**config.mk**
```make
export PLATFORM = sky130hd
export DESIGN_NAME = navigation_source_failover_arbiter_core_flat
export DESIGN_NICKNAME = d
export VERILOG_FILES = /design/src/nsfa_pkg.sv /design/src/nsfa_if.sv /design/src/navigation_source_failover_arbiter_core.sv /design/src/nsfa_ctrl.sv /design/src/nsfa_dp.sv /design/src/flat_wrapper.sv
export SDC_FILE = /design/constraint.sdc
export NUM_CORES = 2
export LEC_CHECK = 0
export ABC_CLOCK_PERIOD_IN_PS = 13700
export BUFFER_PORTS_ARGS = -buffer_cell sky130_fd_sc_hd__buf_2
export CAP_MARGIN = 30
export CORE_MARGIN = 4
export CORE_UTILIZATION = 55
export DETAILED_ROUTE_END_ITERATION = 16
export PLACE_DENSITY = 0.72
export RECOVER_POWER = 50
export SLEW_MARGIN = 30
export SYNTH_ARGS = -nofsm -noshare
export SYNTH_HDL_FRONTEND = slang
export SYNTH_SLANG_ARGS = --single-unit
```
**constraint.sdc**
```tcl
create_clock -name clk -period 13.7 [get_ports clk]
set_input_delay 2.74 -clock clk [delete_from_list [all_inputs] [get_ports clk]]
set_output_delay 2.74 -clock clk [all_outputs]
set_load 0.02 [all_outputs]
```
**src/nsfa_pkg.sv**
```systemverilog
// Package for the navigation source failover arbiter: state, request and
// register codes, field widths and datapath command/status structs.
`timescale 1ns / 1ps
package nsfa_pkg;
  localparam int unsigned TimeW = 64;
  localparam int unsigned FracW = 17;
  localparam logic [FracW-1:0] FracOne = 17'h10000;
  localparam logic [31:0] NoiseThresh = 32'd655;
  localparam int unsigned DivSteps = 16;

  typedef enum logic [2:0] {
    ST_IDLE = 3'd0, ST_VISION = 3'd1, ST_TO_GPS = 3'd2,
    ST_GPS = 3'd3, ST_TO_VISION = 3'd4
  } arb_state_t;

  typedef enum logic [1:0] {
    REQ_NONE = 2'd0, REQ_GPS = 2'd1, REQ_VISION = 2'd2
  } req_t;

  typedef enum logic [2:0] {
    REG_EV_TIMEOUT = 3'd0, REG_BLEND_TIME = 3'd1, REG_RECOVERY = 3'd2,
    REG_EV_BITS = 3'd3, REG_GPS_BITS = 3'd4, REG_NOISE_CEIL = 3'd5,
    REG_NOISE_BASE_INIT = 3'd6
  } reg_idx_t;

  typedef enum logic [2:0] {
    CT_IDLE, CT_DECIDE, CT_LOAD, CT_DIVIDE, CT_MULT, CT_FINISH, CT_OUT
  } ctl_state_t;

  typedef struct packed {
    logic       capture;   // register input item
    logic       update;    // apply state update (timers, baseline, arb state)
    logic       div_start; // load divider
    logic       div_step;  // one restoring step
    logic       mult;      // register ramp product
    logic       finish;    // form result payload
  } dp_cmd_t;

  typedef struct packed {
    logic       div_done;
  } dp_sts_t;
endpackage

```
**src/nsfa_if.sv**
```systemverilog
// Valid/ready channel interfaces for the arbiter: input item, result item,
// configuration write. Depends on nothing.
`timescale 1ns / 1ps
interface nsfa_in_if (input logic clk);
  logic        valid;
  logic        ready;
  logic        command;
  logic        enable_req;
  logic [1:0]  switch_req;
  logic [63:0] now_us;
  logic        vis_alive;
  logic        vis_fused;
  logic [7:0]  ev_ctrl_now;
  logic [7:0]  gps_ctrl_now;
  logic [31:0] noise_now;
  logic        noise_mode_now;
  modport source (output valid, command, enable_req, switch_req, now_us, vis_alive,
                  vis_fused, ev_ctrl_now, gps_ctrl_now, noise_now, noise_mode_now,
                  input ready);
  modport sink (input valid, command, enable_req, switch_req, now_us, vis_alive,
                vis_fused, ev_ctrl_now, gps_ctrl_now, noise_now, noise_mode_now,
                output ready);
endinterface

interface nsfa_out_if (input logic clk);
  logic        valid;
  logic        ready;
  logic [2:0]  state_code;
  logic [7:0]  ev_ctrl_next;
  logic        ev_ctrl_write;
  logic [7:0]  gps_ctrl_next;
  logic        gps_ctrl_write;
  logic [31:0] noise_next;
  logic        noise_write;
  logic        mode_next;
  logic        mode_write;
  logic [16:0] blend_level;
  logic        command_ack;
  modport source (output valid, state_code, ev_ctrl_next, ev_ctrl_write, gps_ctrl_next,
                  gps_ctrl_write, noise_next, noise_write, mode_next, mode_write,
                  blend_level, command_ack, input ready);
  modport sink (input valid, state_code, ev_ctrl_next, ev_ctrl_write, gps_ctrl_next,
                gps_ctrl_write, noise_next, noise_write, mode_next, mode_write,
                blend_level, command_ack, output ready);
endinterface

interface nsfa_cfg_if (input logic clk);
  logic        valid;
  logic        ready;
  logic [2:0]  index;
  logic [31:0] data;
  modport source (output valid, index, data, input ready);
  modport sink (input valid, index, data, output ready);
endinterface

```
**src/navigation_source_failover_arbiter_core.sv**
```systemverilog
// Top level of the navigation source failover arbiter core.
// Joins nsfa_ctrl and nsfa_dp; uses nsfa_pkg and the nsfa interfaces.
//
// Usage:
//  - in: one item per tick or command; taken when in.valid and in.ready.
//  - out: exactly one result item per input item, in order.
//  - cfg: register writes (index 0..6), always ready; write only while idle.
// Sequence: after the accepting edge the item is captured, then come the
// state update, divider load, 16 restoring steps plus the done check, ramp
// multiply and payload register, and out.valid rises. The next item is
// accepted only after the result has been taken, so the block takes no new
// item while one is in flight; the bit-serial divider sets most of the time.
// Reset: synchronous, active low. State goes idle, no pending switch,
// timers zero, configuration to defaults; the noise baseline loads the
// default of noise_baseline_initial, and later writes of that register
// leave the baseline alone.
// Stall: when out.ready is low the result holds in the output register and
// in.ready stays low until it is taken.
`timescale 1ns / 1ps
module navigation_source_failover_arbiter_core (
  input logic        clk,
  input logic        rst_n,
  nsfa_in_if.sink    in_ch,
  nsfa_out_if.source out_ch,
  nsfa_cfg_if.sink   cfg_ch
);
  import nsfa_pkg::*;

  dp_cmd_t dp_cmd;
  dp_sts_t dp_sts;
  logic    busy;
  logic    out_valid;

  // accept only when the sequencer is free
  assign in_ch.ready = !busy;
  assign out_ch.valid = out_valid;
  assign cfg_ch.ready = 1'b1;

  nsfa_ctrl u_ctrl (
    .clk       (clk),
    .rst_n     (rst_n),
    .in_fire   (in_ch.valid && !busy),
    .out_fire  (out_ch.ready && out_valid),
    .sts       (dp_sts),
    .cmd       (dp_cmd),
    .busy      (busy),
    .out_valid (out_valid)
  );

  nsfa_dp u_dp (
    .clk       (clk),
    .rst_n     (rst_n),
    .cmd       (dp_cmd),
    .sts       (dp_sts),
    .cfg_we    (cfg_ch.valid),
    .cfg_idx   (cfg_ch.index),
    .cfg_wdata (cfg_ch.data),
    .in_ch     (in_ch),
    .out_ch    (out_ch)
  );
endmodule

```
**src/nsfa_ctrl.sv**
```systemverilog
// Sequencer for the arbiter: walks each item through decide, divider load,
// divide, multiply, finish and output steps. Uses nsfa_pkg.
`timescale 1ns / 1ps
module nsfa_ctrl (
  input  logic              clk,
  input  logic              rst_n,
  input  logic              in_fire,
  input  logic              out_fire,
  input  nsfa_pkg::dp_sts_t sts,
  output nsfa_pkg::dp_cmd_t cmd,
  output logic              busy,
  output logic              out_valid
);
  import nsfa_pkg::*;

  ctl_state_t state_r, state_nxt;

  always_ff @(posedge clk) begin
    if (!rst_n) begin
      state_r <= CT_IDLE;
    end else begin
      state_r <= state_nxt;
    end
  end

  always_comb begin
    state_nxt = state_r;
    cmd = '0;
    busy = 1'b1;
    out_valid = 1'b0;
    case (state_r)
      CT_IDLE: begin
        busy = 1'b0;
        if (in_fire) begin
          cmd.capture = 1'b1;
          state_nxt = CT_DECIDE;
        end
      end
      CT_DECIDE: begin
        cmd.update = 1'b1;
        state_nxt = CT_LOAD;
      end
      CT_LOAD: begin
        // load the divider from the updated blend start
        cmd.div_start = 1'b1;
        state_nxt = CT_DIVIDE;
      end
      CT_DIVIDE: begin
        // step until the quotient is complete
        if (sts.div_done) begin
          state_nxt = CT_MULT;
        end else begin
          cmd.div_step = 1'b1;
        end
      end
      CT_MULT: begin
        cmd.mult = 1'b1;
        state_nxt = CT_FINISH;
      end
      CT_FINISH: begin
        cmd.finish = 1'b1;
        state_nxt = CT_OUT;
      end
      CT_OUT: begin
        out_valid = 1'b1;
        if (out_fire) begin
          state_nxt = CT_IDLE;
        end
      end
      default: state_nxt = CT_IDLE;
    endcase
  end
endmodule

```
**src/nsfa_dp.sv**
```systemverilog
// Datapath of the arbiter: configuration registers, arbiter state, timers,
// blend-fraction divider and noise ramp. Uses nsfa_pkg.
`timescale 1ns / 1ps
module nsfa_dp (
  input  logic              clk,
  input  logic              rst_n,
  input  nsfa_pkg::dp_cmd_t cmd,
  output nsfa_pkg::dp_sts_t sts,
  input  logic              cfg_we,
  input  logic [2:0]        cfg_idx,
  input  logic [31:0]       cfg_wdata,
  nsfa_in_if.sink           in_ch,
  nsfa_out_if.source        out_ch
);
  import nsfa_pkg::*;

  // configuration
  logic [31:0] ev_timeout_r, blend_time_r, recovery_r, noise_ceil_r;
  logic [7:0]  ev_bits_r, gnss_mask_r;

  always_ff @(posedge clk) begin
    if (!rst_n) begin
      ev_timeout_r <= 32'd1000000;
      blend_time_r <= 32'd2000000;
      recovery_r   <= 32'd3000000;
      ev_bits_r    <= 8'd1;
      gnss_mask_r  <= 8'd1;
      noise_ceil_r <= 32'd655360;
    end else if (cfg_we) begin
      case (reg_idx_t'(cfg_idx))
        REG_EV_TIMEOUT:      ev_timeout_r <= cfg_wdata;
        REG_BLEND_TIME:      blend_time_r <= cfg_wdata;
        REG_RECOVERY:        recovery_r   <= cfg_wdata;
        REG_EV_BITS:         ev_bits_r    <= cfg_wdata[7:0];
        REG_GPS_BITS:        gnss_mask_r  <= cfg_wdata[7:0];
        REG_NOISE_CEIL:      noise_ceil_r <= cfg_wdata;
        // the baseline takes its initial value at reset only
        REG_NOISE_BASE_INIT: ;
        default: ;
      endcase
    end
  end

  // captured item
  logic        cmd_r, en_r, alive_r, fusing_r, md_r;
  logic [1:0]  sw_r;
  logic [63:0] now_r;
  logic [7:0]  evc_r, gpc_r;
  logic [31:0] nz_r;

  always_ff @(posedge clk) begin
    if (cmd.capture) begin
      cmd_r    <= in_ch.command;
      en_r     <= in_ch.enable_req;
      sw_r     <= in_ch.switch_req;
      now_r    <= in_ch.now_us;
      alive_r  <= in_ch.vis_alive;
      fusing_r <= in_ch.vis_fused;
      evc_r    <= in_ch.ev_ctrl_now;
      gpc_r    <= in_ch.gps_ctrl_now;
      nz_r     <= in_ch.noise_now;
      md_r     <= in_ch.noise_mode_now;
    end
  end

  // arbiter state and timers
  arb_state_t  arb_r, arb_nxt;
  req_t        pend_r, pend_nxt;
  logic [63:0] lost_r, lost_nxt, good_r, good_nxt, bstart_r, bstart_nxt;
  logic [31:0] base_r, base_nxt;
  logic [63:0] lost_pre, good_pre;
  logic [63:0] since_lost, since_good, since_blend;

  // a zero timer is unset: arm it with the current time
  assign lost_pre    = (lost_r == '0) ? now_r : lost_r;
  assign good_pre    = (good_r == '0) ? now_r : good_r;
  assign since_lost  = now_r - lost_pre;
  assign since_good  = now_r - good_pre;
  assign since_blend = now_r - bstart_r;

  always_comb begin
    arb_nxt = arb_r;
    pend_nxt = pend_r;
    lost_nxt = lost_r;
    good_nxt = good_r;
    bstart_nxt = bstart_r;
    base_nxt = base_r;
    if (cmd_r) begin
      if (en_r) begin
        if (arb_r == ST_IDLE) begin
          arb_nxt = ST_VISION;
          lost_nxt = '0;
        end
        if (sw_r[1]) begin
          pend_nxt = REQ_VISION;
        end else if (sw_r[0]) begin
          pend_nxt = REQ_GPS;
        end
      end else if (arb_r != ST_IDLE) begin
        arb_nxt = ST_IDLE;
        pend_nxt = REQ_NONE;
      end
    end else begin
      case (arb_r)
        ST_IDLE: ;
        ST_VISION: begin
          if (pend_r == REQ_GPS) begin
            base_nxt = nz_r;
            arb_nxt = ST_TO_GPS;
            bstart_nxt = now_r;
            pend_nxt = REQ_NONE;
          end else if (fusing_r) begin
            lost_nxt = '0;
          end else begin
            lost_nxt = lost_pre;
            if (since_lost >= {32'd0, ev_timeout_r}) begin
              base_nxt = nz_r;
              arb_nxt = ST_TO_GPS;
              bstart_nxt = now_r;
            end
          end
        end
        ST_GPS: begin
          if (pend_r == REQ_VISION) begin
            good_nxt = now_r;
            arb_nxt = ST_TO_VISION;
            bstart_nxt = now_r;
            pend_nxt = REQ_NONE;
          end else if (alive_r) begin
            good_nxt = good_pre;
            if (since_good >= {32'd0, recovery_r}) begin
              arb_nxt = ST_TO_VISION;
              bstart_nxt = now_r;
            end
          end else begin
            good_nxt = '0;
          end
        end
        ST_TO_GPS: begin
          if (fusing_r) begin
            arb_nxt = ST_VISION;
            lost_nxt = '0;
          end else if (since_blend >= {32'd0, blend_time_r}) begin
            arb_nxt = ST_GPS;
            good_nxt = '0;
          end
        end
        ST_TO_VISION: begin
          if (!alive_r) begin
            arb_nxt = ST_GPS;
            good_nxt = '0;
          end else if (since_blend >= {32'd0, blend_time_r}) begin
            arb_nxt = ST_VISION;
            lost_nxt = '0;
          end
        end
        default: arb_nxt = ST_IDLE;
      endcase
    end
  end

  always_ff @(posedge clk) begin
    if (!rst_n) begin
      arb_r <= ST_IDLE;
      pend_r <= REQ_NONE;
      lost_r <= '0;
      good_r <= '0;
      bstart_r <= '0;
      base_r <= 32'd6554;
    end else if (cmd.update) begin
      arb_r <= arb_nxt;
      pend_r <= pend_nxt;
      lost_r <= lost_nxt;
      good_r <= good_nxt;
      bstart_r <= bstart_nxt;
      base_r <= base_nxt;
    end
  end

  // blend fraction: restoring divide of elapsed*65536 by blend time;
  // the quotient is used only when elapsed is below the blend time, so it fits the remainder
  logic [31:0] rem_r;
  logic [15:0] q_r;
  logic [4:0]  cnt_r;
  logic        full_r;
  logic [33:0] trial;

  assign trial = {1'b0, rem_r, 1'b0} - {2'd0, blend_time_r};

  always_ff @(posedge clk) begin
    if (cmd.div_start) begin
      full_r <= (blend_time_r == '0) || (since_blend >= {32'd0, blend_time_r});
      rem_r <= since_blend[31:0];
      q_r   <= '0;
      cnt_r <= '0;
    end else if (cmd.div_step) begin
      if (!trial[33]) begin
        rem_r <= trial[31:0];
        q_r <= {q_r[14:0], 1'b1};
      end else begin
        rem_r <= {rem_r[30:0], 1'b0};
        q_r <= {q_r[14:0], 1'b0};
      end
      cnt_r <= cnt_r + 5'd1;
    end
  end
  assign sts.div_done = (cnt_r == 5'(DivSteps));

  logic [FracW-1:0] frac;
  assign frac = full_r ? FracOne : {1'b0, q_r};

  // noise ramp
  logic [31:0] ra, rb, rdiff;
  logic        rup;
  logic [48:0] prod_r;
  logic [31:0] ra_r;
  logic        rup_r;
  assign ra = (arb_r == ST_TO_GPS) ? base_r : noise_ceil_r;
  assign rb = (arb_r == ST_TO_GPS) ? noise_ceil_r : base_r;
  assign rup = (rb >= ra);
  assign rdiff = rup ? rb - ra : ra - rb;

  always_ff @(posedge clk) begin
    if (cmd.mult) begin
      prod_r <= {17'd0, rdiff} * {32'd0, frac} + 49'd32768;
      ra_r <= ra;
      rup_r <= rup;
    end
  end

  logic [31:0] ramp_v;
  assign ramp_v = rup_r ? ra_r + prod_r[47:16] : ra_r - prod_r[47:16];

  // result payload
  logic [7:0]  ev_n, gps_n;
  logic [31:0] nz_n, nd;
  logic        md_n, active, blend;
  always_comb begin
    ev_n = evc_r;
    gps_n = gpc_r;
    nz_n = nz_r;
    md_n = md_r;
    blend = 1'b0;
    active = 1'b0;
    if (!cmd_r) begin
      case (arb_r)
        ST_VISION: begin
          ev_n = evc_r | ev_bits_r;
          gps_n = gpc_r & ~gnss_mask_r;
          nz_n = base_r;
          md_n = 1'b0;
          active = 1'b1;
        end
        ST_TO_GPS, ST_TO_VISION: begin
          ev_n = evc_r | ev_bits_r;
          gps_n = gpc_r | gnss_mask_r;
          nz_n = ramp_v;
          md_n = 1'b1;
          active = 1'b1;
          blend = 1'b1;
        end
        ST_GPS: begin
          ev_n = evc_r & ~ev_bits_r;
          gps_n = gpc_r | gnss_mask_r;
        end
        default: ;
      endcase
    end
    nd = (nz_r > nz_n) ? nz_r - nz_n : nz_n - nz_r;
  end

  always_ff @(posedge clk) begin
    if (cmd.finish) begin
      out_ch.state_code <= arb_r;
      out_ch.ev_ctrl_next <= ev_n;
      out_ch.ev_ctrl_write <= (ev_n != evc_r);
      out_ch.gps_ctrl_next <= gps_n;
      out_ch.gps_ctrl_write <= (gps_n != gpc_r);
      out_ch.noise_next <= nz_n;
      out_ch.noise_write <= active && (nd > NoiseThresh);
      out_ch.mode_next <= md_n;
      out_ch.mode_write <= active && (md_n != md_r);
      out_ch.blend_level <= (blend && blend_time_r != '0) ? frac : '0;
      out_ch.command_ack <= cmd_r;
    end
  end
endmodule

```
**src/flat_wrapper.sv**
```systemverilog
// flat-port wrapper written by rule: the top's interface ports become plain ports
module navigation_source_failover_arbiter_core_flat import nsfa_pkg::*;
  (clk, rst_n, in_ch_valid, in_ch_command, in_ch_enable_req, in_ch_switch_req, in_ch_now_us, in_ch_vis_alive, in_ch_vis_fused, in_ch_ev_ctrl_now, in_ch_gps_ctrl_now, in_ch_noise_now, in_ch_noise_mode_now, in_ch_ready, out_ch_valid, out_ch_state_code, out_ch_ev_ctrl_next, out_ch_ev_ctrl_write, out_ch_gps_ctrl_next, out_ch_gps_ctrl_write, out_ch_noise_next, out_ch_noise_write, out_ch_mode_next, out_ch_mode_write, out_ch_blend_level, out_ch_command_ack, out_ch_ready, cfg_ch_valid, cfg_ch_index, cfg_ch_data, cfg_ch_ready);
  nsfa_in_if in_ch_i (.clk(clk));
  nsfa_out_if out_ch_i (.clk(clk));
  nsfa_cfg_if cfg_ch_i (.clk(clk));
  input logic clk;
  input logic rst_n;
  input wire logic [$bits(in_ch_i.valid)-1:0] in_ch_valid;
  input wire logic [$bits(in_ch_i.command)-1:0] in_ch_command;
  input wire logic [$bits(in_ch_i.enable_req)-1:0] in_ch_enable_req;
  input wire logic [$bits(in_ch_i.switch_req)-1:0] in_ch_switch_req;
  input wire logic [$bits(in_ch_i.now_us)-1:0] in_ch_now_us;
  input wire logic [$bits(in_ch_i.vis_alive)-1:0] in_ch_vis_alive;
  input wire logic [$bits(in_ch_i.vis_fused)-1:0] in_ch_vis_fused;
  input wire logic [$bits(in_ch_i.ev_ctrl_now)-1:0] in_ch_ev_ctrl_now;
  input wire logic [$bits(in_ch_i.gps_ctrl_now)-1:0] in_ch_gps_ctrl_now;
  input wire logic [$bits(in_ch_i.noise_now)-1:0] in_ch_noise_now;
  input wire logic [$bits(in_ch_i.noise_mode_now)-1:0] in_ch_noise_mode_now;
  output wire logic [$bits(in_ch_i.ready)-1:0] in_ch_ready;
  output wire logic [$bits(out_ch_i.valid)-1:0] out_ch_valid;
  output wire logic [$bits(out_ch_i.state_code)-1:0] out_ch_state_code;
  output wire logic [$bits(out_ch_i.ev_ctrl_next)-1:0] out_ch_ev_ctrl_next;
  output wire logic [$bits(out_ch_i.ev_ctrl_write)-1:0] out_ch_ev_ctrl_write;
  output wire logic [$bits(out_ch_i.gps_ctrl_next)-1:0] out_ch_gps_ctrl_next;
  output wire logic [$bits(out_ch_i.gps_ctrl_write)-1:0] out_ch_gps_ctrl_write;
  output wire logic [$bits(out_ch_i.noise_next)-1:0] out_ch_noise_next;
  output wire logic [$bits(out_ch_i.noise_write)-1:0] out_ch_noise_write;
  output wire logic [$bits(out_ch_i.mode_next)-1:0] out_ch_mode_next;
  output wire logic [$bits(out_ch_i.mode_write)-1:0] out_ch_mode_write;
  output wire logic [$bits(out_ch_i.blend_level)-1:0] out_ch_blend_level;
  output wire logic [$bits(out_ch_i.command_ack)-1:0] out_ch_command_ack;
  input wire logic [$bits(out_ch_i.ready)-1:0] out_ch_ready;
  input wire logic [$bits(cfg_ch_i.valid)-1:0] cfg_ch_valid;
  input wire logic [$bits(cfg_ch_i.index)-1:0] cfg_ch_index;
  input wire logic [$bits(cfg_ch_i.data)-1:0] cfg_ch_data;
  output wire logic [$bits(cfg_ch_i.ready)-1:0] cfg_ch_ready;
  assign in_ch_i.valid = in_ch_valid;
  assign in_ch_i.command = in_ch_command;
  assign in_ch_i.enable_req = in_ch_enable_req;
  assign in_ch_i.switch_req = in_ch_switch_req;
  assign in_ch_i.now_us = in_ch_now_us;
  assign in_ch_i.vis_alive = in_ch_vis_alive;
  assign in_ch_i.vis_fused = in_ch_vis_fused;
  assign in_ch_i.ev_ctrl_now = in_ch_ev_ctrl_now;
  assign in_ch_i.gps_ctrl_now = in_ch_gps_ctrl_now;
  assign in_ch_i.noise_now = in_ch_noise_now;
  assign in_ch_i.noise_mode_now = in_ch_noise_mode_now;
  assign in_ch_ready = in_ch_i.ready;
  assign out_ch_valid = out_ch_i.valid;
  assign out_ch_state_code = out_ch_i.state_code;
  assign out_ch_ev_ctrl_next = out_ch_i.ev_ctrl_next;
  assign out_ch_ev_ctrl_write = out_ch_i.ev_ctrl_write;
  assign out_ch_gps_ctrl_next = out_ch_i.gps_ctrl_next;
  assign out_ch_gps_ctrl_write = out_ch_i.gps_ctrl_write;
  assign out_ch_noise_next = out_ch_i.noise_next;
  assign out_ch_noise_write = out_ch_i.noise_write;
  assign out_ch_mode_next = out_ch_i.mode_next;
  assign out_ch_mode_write = out_ch_i.mode_write;
  assign out_ch_blend_level = out_ch_i.blend_level;
  assign out_ch_command_ack = out_ch_i.command_ack;
  assign out_ch_i.ready = out_ch_ready;
  assign cfg_ch_i.valid = cfg_ch_valid;
  assign cfg_ch_i.index = cfg_ch_index;
  assign cfg_ch_i.data = cfg_ch_data;
  assign cfg_ch_ready = cfg_ch_i.ready;
  navigation_source_failover_arbiter_core u_core (.clk(clk), .rst_n(rst_n), .in_ch(in_ch_i), .out_ch(out_ch_i), .cfg_ch(cfg_ch_i));
endmodule
```
## Yosys cells after proc, flatten, opt, wreduce, memory -nomap -nowiden

Cells that the tools add are included.

| cells by class | value |
|---|---|
| add/sub/neg operators | 12 |
| multipliers | 1 |
| magnitude comparators | 6 |
| equal/unequal tests | 50 |
| muxes and demuxes | 84 |
| bitwise gates (word level) | 7 |
| reduce and logical (&&, ||, !) cells | 36 |

Operators with widths:

| kind | count |
|---|---|
| two-way mux 64 bit | 20 |
| two-way mux 32 bit | 12 |
| one-hot mux 64 bit (3 select lines) | 2 |
| greater-or-equal comparator 64 x 32 -> 1 bit | 3 |
| subtractor 64 bit | 3 |
| subtractor 32 bit | 5 |
| logical NOT 64 bit | 2 |
| one-hot mux 64 bit (2 select lines) | 1 |
| one-hot mux 32 bit (2 select lines) | 1 |
| two-way mux 3 bit | 17 |
| adder 48 x 16 -> 48 bit, second input constant | 1 |
| multiplier 32 x 17 -> 48 bit | 1 |
| subtractor 33 x 32 -> 34 bit | 1 |
| adder 32 bit | 1 |
| greater-or-equal comparator 32 bit | 1 |
| greater-than comparator 32 x 10 -> 1 bit, second input constant | 1 |
| greater-than comparator 32 bit | 1 |
| logical NOT 32 bit | 1 |
| one-hot mux 8 bit (2 select lines) | 2 |
| nonzero test 32 bit | 1 |
| inequality test 3 bit, second input constant | 10 |
| inequality test 4 bit, second input constant | 6 |
| one-hot mux 3 bit (7 select lines) | 1 |
| equality test 3 x 2 -> 1 bit, second input constant | 6 |
| 39 further kinds | 96 |

| storage, ports and cells | value |
|---|---|
| bits in registers | 704 |
| bits of input ports | 159 |
| output and inout port bits | 77 |
| logic and storage cells | 237 |

## Longest topological paths before layout

| depth | value |
|---|---|
| depth after elaboration | 9 |
| mapped depth | 46 |
| gate-level depth less buffers | 42 |

## Worst setup path before layout

OpenSTA, ideal clock, no wires.

| timing path | value |
|---|---|
| kind | register to register |
| start | register u_core.u_dp.arb_r[0] |
| end | register u_core.u_dp.prod_r[47] (data pin) |
| setup time | 265 ps |
| arrival time | 10212 ps |
| data required time | 13435 ps |
| slack | 3223 ps |
| cell stages (with the launch flop) | 44 |
| path buffers | 2 |
| clock period less this slack | 10477 ps |
| cell sequence | dfxtp_1 -> buf_2 -> or3b_4 -> mux2i_1 -> ha_1 -> o221ai_1 -> nand3_1 -> o21a_1 -> o2111ai_1 -> a31oi_2 -> nor2_4 -> xnor2_1 -> nor2_1 -> a31o_1 -> a2111o_1 -> a211oi_2 -> xor2_2 -> buf_4 -> (+8 left out) -> fa_1 -> inv_1 -> ha_1 -> a21o_1 -> a21oi_1 -> nor4b_1 -> a21o_1 -> a21oi_1 -> a221oi_1 -> o21ai_0 -> o21ai_0 -> and3_1 -> nand3b_1 -> a31oi_1 -> xnor2_1 -> or3_1 -> o221ai_1 -> nor3_1 |

| on the way | value |
|---|---|
| longest elaborated chain between the ends | 6 |
| elaborated cells on any way between the ends | 9 |
| classes of those cells | add/sub (3); mul (1); order compare (1); eq/ne (1); mux (3) |

Ends and longest elaborated chain:

| item | RTL line | source |
|---|---|---|
| start: declaration | nsfa_dp.sv:67 | `arb_state_t arb_r, arb_nxt;` |
| start signal: assignment | nsfa_dp.sv:171 | `arb_r <= arb_nxt;` |
| equality test 3 x 2 -> 1 bit (*) | nsfa_dp.sv:218, nsfa_dp.sv:219 |  |
| two-way mux 32 bit (on tied branches) | nsfa_dp.sv:218, nsfa_dp.sv:219 |  |
| subtractor 32 bit / greater-or-equal comparator 32 bit (equally long branches) | nsfa_dp.sv:221, nsfa_dp.sv:220 |  |
| two-way mux 32 bit (*) | nsfa_dp.sv:221 | `assign rdiff = rup ? rb - ra : ra - rb;` |
| multiplier 32 x 17 -> 48 bit (*) | nsfa_dp.sv:225 | `prod_r <= {17'd0, rdiff} * {32'd0, frac} + 49'd32768;` |
| adder 48 x 16 -> 48 bit (*) | nsfa_dp.sv:225 |  |
| end signal: assignment | nsfa_dp.sv:225 |  |
| end: declaration | nsfa_dp.sv:215 | `logic [48:0] prod_r;` |

Every way passes the cells marked *; elsewhere a longest branch is shown, timed or not.
A chain may end at the register's enable or synchronous reset.

## Worst setup path in the final report

Same ends and word-level chain as after synthesis.

==> results_dict.tcl <==
set metrics [dict create \
    h-tree-depth 3 \
    num-fill-cells 11873 \
    post_cts_resized 0 \
    regArea_um2 16700 \
    drtIter0Drc 6043 \
    antenna_found_initial 33 \
    endpoint_kind "flop" \
    ys_warn_count 0 \
    post_cts_buffers 0 \
    required_ns 14.13 \
    setup_tns_ns 0 \
    vias_per_cell 6.21 \
    cp_max_fo 39 \
    slew_headroom_pct -225 \
    postCtsHoldBufs 0 \
    cts_num_sinks 688 \
    drt_first_pass_iters 6 \
    utilization_pct 59.5 \
    hold_class "reg -> reg" \
    cp.arrival_ns 12.94 \
    finalHoldViolCount 0 \
    regToRegStartpoint "u_core.u_dp.arb_r[0]" \
    max_freq_ghz 0.0799 \
    grt_pass1_vias 65231 \
    cts_tree "yes" \
    gp_congestion 1.01 \
    setup_violations 0 \
    die-area_um2 138000 \
    start_util_pct 55.3 \
    violations "max-capacitance violations, max-slew violations" \
    power.density_nw_per_um2 94.6 \
    syn-num-nets 10117 \
    ys_ff_latch 688 \
    final_nets 10095 \
    hpwl_um 194000 \
    synth_edf_count 291 \
    grt_pass1_wl_um 376000 \
    start_kind "flop" \
    holdCritStartpoint "u_core.u_dp.bstart_r[41]" \
    whs_path_depth 2 \
    crit_top_cell "fa_1" \
    pre_cts_slack_ns 1.37 \
    insertion_delay_ns 0.69 \
    grt_max_degree 244 \
    wire_per_inst_um 23.0 \
    avgSynthCellArea_um2 8.12 \
    hold_path_end "u_core.u_dp.bstart_r[41]" \
    grtUsageTotal_pct 35.0 \
    skew_ns 0.0305 \
    drc_errors 0 \
    ys_async_sr_fraction_pct 0 \
    die_x_um 371 \
    portBuffers 234 \
    root_buffer "clkbuf_16" \
    multiInputGateArea_um2 50800 \
    slowest_delay_ns 0.75 \
    coreArea_um2 131000 \
    yosysSeqAreaShare_pct 23.0 \
    ys_types 118 \
    grt_overflow 0 \
    finalCriticalPeriod_ns 12.51 \
    setup.worst_path.class "reg -> reg" \
    clk_pin_slew_worst_paths_ns 0.06 \
    outcome "complete, but fails checks" \
    worst_pin_slew_ns 4.88 \
    wl_um 247000 \
    postSynthCellCount 8946 \
    cpMaxStageDelayCell "dfxtp_1" \
    vdd_drop_max_uv 119 \
    report.final.slew_viol_count 737 \
    clockBufferDepth 3 \
    rsz0062_at_grt "no" \
    rr_worst_depth 38 \
    syn_to_final_growth_pct 7.56 \
    setup_ws_ns 1.19 \
    period_share_pct 91.3 \
    layout-drive-gt1-share_pct 7.36 \
    num_vias 66890 \
    ant_nets 0 \
    synth-main-ff-cell "dfxtp_1" \
    rows 133 \
    worst_r2r_endpoint "u_core.u_dp.prod_r[47]" \
    cts_buffers 83 \
    power_mw 7.39 \
    pin_count 236 \
    netlist_area_um2 72600 \
    die_h_um 371 \
    maxCapViolations 12 \
    p_leak_nw 32.2 \
    worst-r2r-setup-slack_ns 1.19 \
]
## power by group
part | switching, mW | internal [mW]
registers | 0.103 | 2.23
logic | 1.64 | 0.975
clock network | 0.976 | 1.46
## final cells by class
cell class	count	share of cell area [%]
clock inverters	49	0.838
inverters	869	4.18
multi-input cells	6926	65.1
repair buffers	356	2.65
well taps	1755	2.81
flip-flops and latches	688	21.4
diodes	20	0.0641
clock buffers	101	2.98
## worst max-delay path: cells and delay by family, from the launching register on
family / cells / cell delay (ns)
xor gates and xnor gates: 1 / 0.18
AOI/OAI and AO/OA: 12 / 2.97
buffers and inverters: 4 / 0.80
muxes: 1 / 0.43
and+or+nand+nor: 12 / 3.52
adders and majority gates: 8 / 3.53
DFF: 1 / 0.75
## cell families (layout without fill, tap and decap cells)
logic type | count (synthesis) | after routing | share of synthesized area [%]
compound gates | 2233 | 2233 | 20.0
xor+xnor | 318 | 318 | 3.89
fa+ha+maj | 1014 | 1014 | 22.2
buf+inv | 1332 | 1375 | 7.19
flops | 688 | 688 | 23.0
mux | 305 | 305 | 4.23
other cells | 1 | 21 | 0.00516
simple gates | 3055 | 3055 | 19.5
## Yosys cell counts (28+ instances only)
cell | n | area share [%]
mux2i_1 | 292 | 4.0
nand2_1 | 1358 | 7.0
a21oi_1 | 707 | 4.9
a21boi_0 | 131 | 1.4
o31ai_1 | 42 | 0.43
nor2b_1 | 154 | 1.3
nor3_1 | 150 | 1.0
clkbuf_1 | 366 | 1.9
a21o_1 | 180 | 1.9
nand4_1 | 125 | 1.1
or2_2 | 78 | 0.67
a22oi_1 | 38 | 0.39
and2_1 | 87 | 0.75
nand2b_1 | 113 | 0.97
o21bai_1 | 73 | 0.75
o21a_1 | 75 | 0.78
fa_1 | 455 | 13
inv_1 | 867 | 4.5
and3_1 | 45 | 0.39
edfxtp_1 | 291 | 12
nor4_1 | 86 | 0.74
buf_2 | 49 | 0.34
o21ai_0 | 362 | 2.5
xnor2_1 | 194 | 2.3
dfxtp_1 | 397 | 11
nor2_1 | 571 | 3.0
a211oi_1 | 72 | 0.74
or3_1 | 70 | 0.60
ha_1 | 557 | 9.6
o211ai_1 | 137 | 1.4
o22ai_1 | 28 | 0.24
nand3_1 | 122 | 0.84
xor2_1 | 119 | 1.4
a31oi_1 | 65 | 0.56
## sequential cells by signal, indices dropped and copies added (netlist names), 16 cells and up
register                        cells
u_core.u_dp.lost_r                 64
u_core.u_dp.out_ch.blend_level     17
u_core.u_dp.prod_r                 32
u_core.u_dp.blend_time_r           32
u_core.u_dp.q_r                    16
u_core.u_dp.base_r                 32
u_core.u_dp.rem_r                  32
u_core.u_dp.ev_timeout_r           32
u_core.u_dp.bstart_r               64
u_core.u_dp.nz_r                   32
u_core.u_dp.ra_r                   32
u_core.u_dp.now_r                  64
u_core.u_dp.out_ch.noise_next      32
u_core.u_dp.recovery_r             32
u_core.u_dp.good_r                 64
u_core.u_dp.noise_ceil_r           32
## per-layer routing
metal | wire length (um) | share of wire, % | GRT usage, %
met1 | 95800 | 39 | 41.6
met2 | 115000 | 47 | 58.6
met3 | 17800 | 7.2 | 6.61
met4 | 18000 | 7.3 | 21.5
met5 | 122 | 0.049 | 0
## worst max-delay path by stage
stage | start | endpoint | slack, ns | cells past startpoint
6_report | u_core.u_dp.arb_r[0] | u_core.u_dp.prod_r[47] | 1.19 | 38
5_1_grt | u_core.u_dp.arb_r[0] | u_core.u_dp.prod_r[47] | 0.43 | 38
4_1_cts | u_core.u_dp.arb_r[0] | u_core.u_dp.prod_r[47] | 1.33 | 38
3_5_place_dp | u_core.u_dp.arb_r[0] | u_core.u_dp.prod_r[47] | 1.37 | 38
3_3_place_gp | u_core.u_dp.arb_r[0] | u_core.u_dp.prod_r[47] | 1.63 | 40
2_1_floorplan | u_core.u_dp.arb_r[0] | u_core.u_dp.prod_r[47] | 3.22 | 43
## placed cells by master, fill, tap and decap left out, types with 180 or more instances in the layout
| master | Yosys | final |
|---|---|---|
| inv_1 | 867 | 867 |
| dfxtp_1 | 397 | 397 |
| mux2i_1 | 292 | 292 |
| o21ai_0 | 362 | 363 |
| ha_1 | 557 | 557 |
| nand2_1 | 1358 | 1355 |
| a21o_1 | 180 | 180 |
| buf_2 | 49 | 216 |
| a21oi_1 | 707 | 703 |
| xnor2_1 | 194 | 193 |
| nor2_1 | 571 | 568 |
| fa_1 | 455 | 455 |
| edfxtp_1 | 291 | 291 |
## metrics by stage
| stage | area (um^2) | hold slack [ns] | cells |
|---|---|---|---|
| finish | 78100 | 0.454 | 10764 |
| global route | 78100 | 0.471 | 10747 |
| CTS | 78100 | 0.457 | 10740 |
| detailed placement | 75100 | 0.448 | 10590 |
| global placement | 75000 | 0.442 | 10589 |
| floorplan | 72600 | 0.403 | 8946 |
Note: power is estimated with default switching activity, not from simulation.
